## config.mk

```make
export PLATFORM = sky130hd
export DESIGN_NAME = bds_interp
export DESIGN_NICKNAME = d
export VERILOG_FILES = /design/src/sv/bds_pkg.sv /design/src/sv/bds_interp.sv
export SDC_FILE = /design/constraint.sdc
export NUM_CORES = 2
export LEC_CHECK = 0
export BUFFER_PORTS_ARGS = -buffer_cell sky130_fd_sc_hd__buf_4
export CORE_MARGIN = 4
export CORE_UTILIZATION = 35
export CTS_BUF_LIST = sky130_fd_sc_hd__clkbuf_4 sky130_fd_sc_hd__clkbuf_8 sky130_fd_sc_hd__clkbuf_16
export DETAILED_ROUTE_END_ITERATION = 8
export GPL_TIMING_DRIVEN = 0
export SLEW_MARGIN = 20
export SYNTH_ARGS = -nofsm -noshare
export SYNTH_HDL_FRONTEND = slang
export SYNTH_SLANG_ARGS = --single-unit
```

## constraint.sdc

```tcl
create_clock -name clk -period 23.5 [get_ports clk]
set_input_delay 4.7 -clock clk [delete_from_list [all_inputs] [get_ports clk]]
set_output_delay 4.7 -clock clk [all_outputs]
set_load 0.1 [all_outputs]
```

## src/sv/bds_pkg.sv

```systemverilog
package bds_pkg;

	typedef enum logic [2:0] {
		REG_MODE         = 3'd0,
		REG_FRAME_WIDTH  = 3'd1,
		REG_FRAME_HEIGHT = 3'd2,
		REG_GREEN_PHASE  = 3'd3,
		REG_RED_PHASE_X  = 3'd4,
		REG_RED_PHASE_Y  = 3'd5,
		REG_BLUE_PHASE_X = 3'd6,
		REG_BLUE_PHASE_Y = 3'd7
	} reg_idx_t;

	localparam logic [1:0] MODE_BILINEAR = 2'd0;
	localparam logic [1:0] MODE_EDGE     = 2'd1;
	localparam logic [1:0] MODE_CD       = 2'd2;
	localparam logic [1:0] MODE_RSVD     = 2'd3;

	typedef struct packed {
		logic [1:0]  mode;
		logic [10:0] frame_width;
		logic [10:0] frame_height;
		logic        green_phase;
		logic        red_phase_x;
		logic        red_phase_y;
		logic        blue_phase_x;
		logic        blue_phase_y;
	} cfg_t;

endpackage

```

## src/sv/bds_interp.sv

```systemverilog
// Interpolation on a registered 5x5 window: two register stages.
module bds_interp #(
	parameter int PIXEL_BITS = 12
) (
	input  logic                                   clk,
	input  logic                                   en,
	input  logic [24:0][PIXEL_BITS-1:0]            win,
	input  logic [1:0]                             mode,
	input  logic                                   g_odd,   // centre x+y+phase odd
	input  logic                                   ra,
	input  logic                                   rb,
	input  logic                                   ba,
	input  logic                                   bb,
	input  logic                                   g_border,
	input  logic                                   rb_border,
	input  logic                                   last,
	output logic [PIXEL_BITS-1:0]                  red_o,
	output logic [PIXEL_BITS-1:0]                  green_o,
	output logic [PIXEL_BITS-1:0]                  blue_o,
	output logic                                   last_o
);
	import bds_pkg::*;
	localparam int PB = PIXEL_BITS;
	localparam int SW = PB + 4;
	localparam logic signed [SW-1:0] PMAX = SW'((1 << PB) - 1);

	function automatic logic signed [SW-1:0] px(input logic [PB-1:0] v);
		return SW'(signed'({1'b0, v}));
	endfunction

	function automatic logic signed [SW-1:0] absd(input logic signed [SW-1:0] a,
			input logic signed [SW-1:0] b);
		logic signed [SW-1:0] d;
		d = a - b;
		return d < 0 ? -d : d;
	endfunction

	// green at cell (r,c); odd = site is green
	function automatic logic signed [SW-1:0] gat(input logic [24:0][PB-1:0] w,
			input int r, input int c, input logic odd, input logic [1:0] m);
		logic signed [SW-1:0] l, rt, u, d;
		l  = px(w[r*5+c-1]);
		rt = px(w[r*5+c+1]);
		u  = px(w[(r-1)*5+c]);
		d  = px(w[(r+1)*5+c]);
		if (odd) return px(w[r*5+c]);
		if (m == MODE_BILINEAR) return (l + rt + u + d) >>> 2;
		if (absd(l, rt) <= absd(u, d)) return (l + rt) >>> 1;
		return (u + d) >>> 1;
	endfunction

	function automatic logic [PB-1:0] clampv(input logic signed [SW-1:0] v);
		if (v < 0) return '0;
		if (v > PMAX) return PB'(PMAX);
		return PB'(v);
	endfunction

	// stage 1: greens at the centre and the eight neighbours used by colour difference
	logic signed [SW-1:0] gc_s1, g21_s1, g23_s1, g12_s1, g32_s1;
	logic signed [SW-1:0] g11_s1, g13_s1, g31_s1, g33_s1;
	logic [24:0][PB-1:0]  w_s1;
	logic [1:0]           m_s1;
	logic                 ra_s1, rb_s1, ba_s1, bb_s1, gb_s1, rbb_s1, last_s1;

	always_ff @(posedge clk) begin
		if (en) begin
			gc_s1  <= gat(win, 2, 2, g_odd, mode);
			g21_s1 <= gat(win, 2, 1, ~g_odd, mode);
			g23_s1 <= gat(win, 2, 3, ~g_odd, mode);
			g12_s1 <= gat(win, 1, 2, ~g_odd, mode);
			g32_s1 <= gat(win, 3, 2, ~g_odd, mode);
			g11_s1 <= gat(win, 1, 1, g_odd, mode);
			g13_s1 <= gat(win, 1, 3, g_odd, mode);
			g31_s1 <= gat(win, 3, 1, g_odd, mode);
			g33_s1 <= gat(win, 3, 3, g_odd, mode);
			w_s1   <= win;
			m_s1   <= mode;
			ra_s1  <= ra;
			rb_s1  <= rb;
			ba_s1  <= ba;
			bb_s1  <= bb;
			gb_s1  <= g_border;
			rbb_s1 <= rb_border;
			last_s1 <= last;
		end
	end

	function automatic logic [PB-1:0] plane(input logic a, input logic b,
			input logic cd, input logic [24:0][PB-1:0] w,
			input logic signed [SW-1:0] gc, input logic signed [SW-1:0] g21,
			input logic signed [SW-1:0] g23, input logic signed [SW-1:0] g12,
			input logic signed [SW-1:0] g32, input logic signed [SW-1:0] g11,
			input logic signed [SW-1:0] g13, input logic signed [SW-1:0] g31,
			input logic signed [SW-1:0] g33);
		logic signed [SW-1:0] avg;
		if (a && b) return w[12];
		if (!a && b)
			avg = (px(w[11]) - (cd ? g21 : SW'(0)) + px(w[13]) - (cd ? g23 : SW'(0))) >>> 1;
		else if (a && !b)
			avg = (px(w[7]) - (cd ? g12 : SW'(0)) + px(w[17]) - (cd ? g32 : SW'(0))) >>> 1;
		else
			avg = (px(w[6]) - (cd ? g11 : SW'(0)) + px(w[8]) - (cd ? g13 : SW'(0))
				+ px(w[16]) - (cd ? g31 : SW'(0)) + px(w[18]) - (cd ? g33 : SW'(0))) >>> 2;
		if (cd) avg = avg + gc;
		return clampv(avg);
	endfunction

	logic cd_s1;
	assign cd_s1 = m_s1[1];

	always_ff @(posedge clk) begin
		if (en) begin
			green_o <= gb_s1 ? w_s1[12] : clampv(gc_s1);
			red_o   <= rbb_s1 ? w_s1[12] : plane(ra_s1, rb_s1, cd_s1, w_s1, gc_s1,
				g21_s1, g23_s1, g12_s1, g32_s1, g11_s1, g13_s1, g31_s1, g33_s1);
			blue_o  <= rbb_s1 ? w_s1[12] : plane(ba_s1, bb_s1, cd_s1, w_s1, gc_s1,
				g21_s1, g23_s1, g12_s1, g32_s1, g11_s1, g13_s1, g31_s1, g33_s1);
			last_o  <= last_s1;
		end
	end
endmodule

```

==> run summary <==
The run finished with clean final reports. The number of antenna violations at the first check in global routing is 12. The number of distinct standard cells referenced by the synthesized netlist came out at 101.

At the pin with the least slew margin, the transition time is 1.350 ns. The routed length per placed instance is 25.25 um. The post-route antenna net violation count is 0. The startpoint of the most critical hold path is last_s1. The clock insertion delay at the later pin of the skew report is 0.66 ns. The effective utilization at floorplan is 0.3517. The total congestion overflow after global routing is 0. The synthesized area divided by synthesized cell count is 8.247 sq um. The routed via count came out at 48.32k. The number of fill cells in the layout is 15.08k. Timing analysis after detailed placement gives a worst setup slack of 11.62 ns. The final hold violation count is 0. The total wirelength of the detailed-routed design came out at 218400 um. After synthesis the cells add up to 51940 sq um. The share of the Yosys chip area taken by registers is 0.1509. The power per cell area is 108.0 nW/um^2.

The synthesis warning total came out at 0. The number of standard cells after synthesis is 6298. The count of buffers inserted at the top-level ports came out at 300. The launching point of the worst reg2reg path is m_s1[1]. The die extent in y is 393.2 um. The relative slew slack came out at 0.09488. The count of buffers added by post-CTS timing repair for setup is 0. The global-route wire length before repair came out at 309100 um.

The total clock sinks is 261. The cell leakage power came out at 25.96 nW. The cell sitting at the root of the clock tree is a clkbuf_16. Sorting the synthesized cells by how often they occur yields inv_1 (832), ha_1 (758), a21oi_1 (514). For this design, the CTS-stage hold fixing added 0 buffers.

The maximum fanout along the worst path is 10. The number of nets in the finished design is 8034. Registers take 7838 sq um. The number of vias per cell after detailed routing came out at 5.586. The worst setup path is launched from an input pin. The core box area came out at 147700 sq um. For the worst setup path, the data required time is 23.79 ns. Detailed placement finished with a half-perimeter wire length of 186000 um.

The layout overhead on the synthesized area came out at 11.66%. The detailed-route DRC error count is 0. The fraction of layout instances using a drive strength above 1 is 0.07344. The routed design could run at a clock period as short as 11.29 ns. 349 I/O pins were placed.

In the post-synthesis netlist, the biggest area contributors are ha_1 (18%), edfxtp_1 (15%), fa_1 (11%). Setup violations remaining at the end of the flow were counted as 0. The multi-input combinational cell area is 40370 sq um. The count of standard-cell rows is 141.

The fraction of registers with async set or reset after synthesis came out at 0. TritonCTS built the clock tree. TritonCTS created 31 clock buffers. The clock transition at the registers of the reported paths is 0.06 ns. The clock arrives with 0.05492 ns of skew. For the worst setup path, the data arrival time is 11.58 ns. The maximum number of buffers from clock root to sink came out at 3. The launch point of the worst path is win[205]. The via count of the first global-routing pass is 45.41k.

The number of flops mapped to enable cells by yosys came out at 261. The aggregate negative setup slack came out at 0 ns. The most used flip-flop cell after synthesis is edfxtp_1. The post-synthesis register bit count came out at 261. The maximum resistive drop on vdd is 0.1155 mV.

STA classifies the critical path endpoint as a flop. Static timing analysis puts the maximum clock frequency at 0.08860 GHz. In this run, post-CTS repair resized a total of 0 instances. Dividing the final minimum period by the clock period gives 0.4803. The worst hold path belongs to the class reg -> reg.

The first-pass iteration count of the detailed router is 6. Routability-driven placement finished with a final weighted congestion of 1.027. The H-tree depth reported by CTS came out at 1. The number of DRC markers in iteration 0 is 4685.

The setup slack of the critical path after layout came out at 12.21 ns. inv_1 is the most common cell in the netlist. The global-route usage over all layers came out at 0.2731. The top cell type's share of synthesized area is 0.1826. The floorplan step defined a die boundary enclosing 154600 sq um. The max-cap violation count came out at 0.

The horizontal die dimension is 393.2 um. Entering global routing, the biggest net connects 98 pins. Setup repair after global routing left no endpoint under its margin. The number of pins with negative max-slew slack in the final report came to 0. The critical path start-end classification is in -> reg.

The biggest area contributor in the post-synthesis netlist is ha_1.
==> sequential cells by signal, indices dropped and copies added (netlist names), 12 cells and up <==
register  flops
blue_o       12
g11_s1       12
g12_s1       12
g13_s1       12
g21_s1       12
g23_s1       12
g31_s1       12
g32_s1       12
g33_s1       12
gc_s1        12
green_o      12
red_o        12
w_s1        108
==> routing by layer <==
metal,global-route usage,vias up,wire [um]
met4,0.1332,8,13420
met3,0.04265,383,15730
met1,0.3580,23350,91960
met5,0,-,59
met2,0.4384,1836,97240
li1,-,22740,-
==> cell usage in the layout (no fill, tap or decap), types with 89 or more instances in the layout <==
cell and count:
nor2b_1 92, inv_1 832, ha_1 758, nor3_1 204, buf_4 301, nand2b_1 104, a21o_1 103, o21ai_0 243
edfxtp_1 261, xnor2_1 450, clkbuf_1 166, a21oi_1 514, mux2i_1 119, xor2_1 163, nor2_1 470, fa_1 276
nand3_1 89, nand2_1 350
==> worst max-delay path: stages <==
cell       delay [ns]
buf_4            0.26
inv_1            0.34
fa_1             0.53
a21o_1           0.19
a211o_1          0.32
a2111oi_0        0.60
o31ai_1          0.15
a21oi_1          0.24
o21ai_1          0.17
clkbuf_1         0.24
a21oi_1          0.19
xor2_1           0.12
ha_1             0.31
nand3_1          0.10
o21bai_1         0.17
a21oi_1          0.13
o31ai_1          0.09
a31oi_1          0.72
clkbuf_1         0.56
mux2i_1          0.34
a21oi_1          0.23
o21ai_0          0.85
==> cell families after synthesis <==
group                    after synthesis  synth area share
XOR/XNOR                             613            0.1034
AO/OA/AOI/OAI                       1591            0.2009
buffers and inverters               1037           0.07629
multiplexers                         141           0.02770
AND/OR/NAND/NOR                     1619            0.1517
adder cells (fa/ha/maj)             1034            0.2890
other                                  2         0.0001446
flip-flops                           261            0.1509
==> cell type report <==
cell class,count,area share
Sequential cell,261,0.1351
Inverter,834,0.05398
Buffer,203,0.01448
Clock inverter,22,0.003797
Tap cell,1930,0.04164
Multi-Input combinational cell,5052,0.6960
Antenna cell,7,0.0003020
Clock buffer,36,0.01402
Timing Repair Buffer,305,0.04067
==> through the flow <==
stage	cell area (sq um)	hold WS, ns	cells	power, W	utilization
3_5_place_dp	56950	0.4166	8585	0.005630	0.3856
2_1_floorplan	52140	0.4003	6350	0.004257	-
5_1_grt	57980	0.4615	8645	0.006753	0.3927
3_3_place_gp	56800	0.4075	8580	0.005583	0.3847
6_report	58000	0.4471	8650	0.006262	0.3928
4_1_cts	57980	0.4461	8643	0.006164	0.3926
==> path summary, 6_finish.rpt <==
kind	endpoint	slack [ns]	cells past startpoint
hold reg to reg	last_o	0.45	0
setup reg to reg	blue_o[5]	13.50	31
hold / removal	last_o	0.45	0
setup / recovery	g31_s1[0]	12.21	22
==> where the power goes <==
group          total (W)  internal, W  switching (W)
Clock           0.000509     0.000283       0.000226
Combinational    0.00510      0.00193        0.00317
Sequential      0.000657     0.000608      0.0000495
Note: power is estimated with default switching activity, not from simulation.
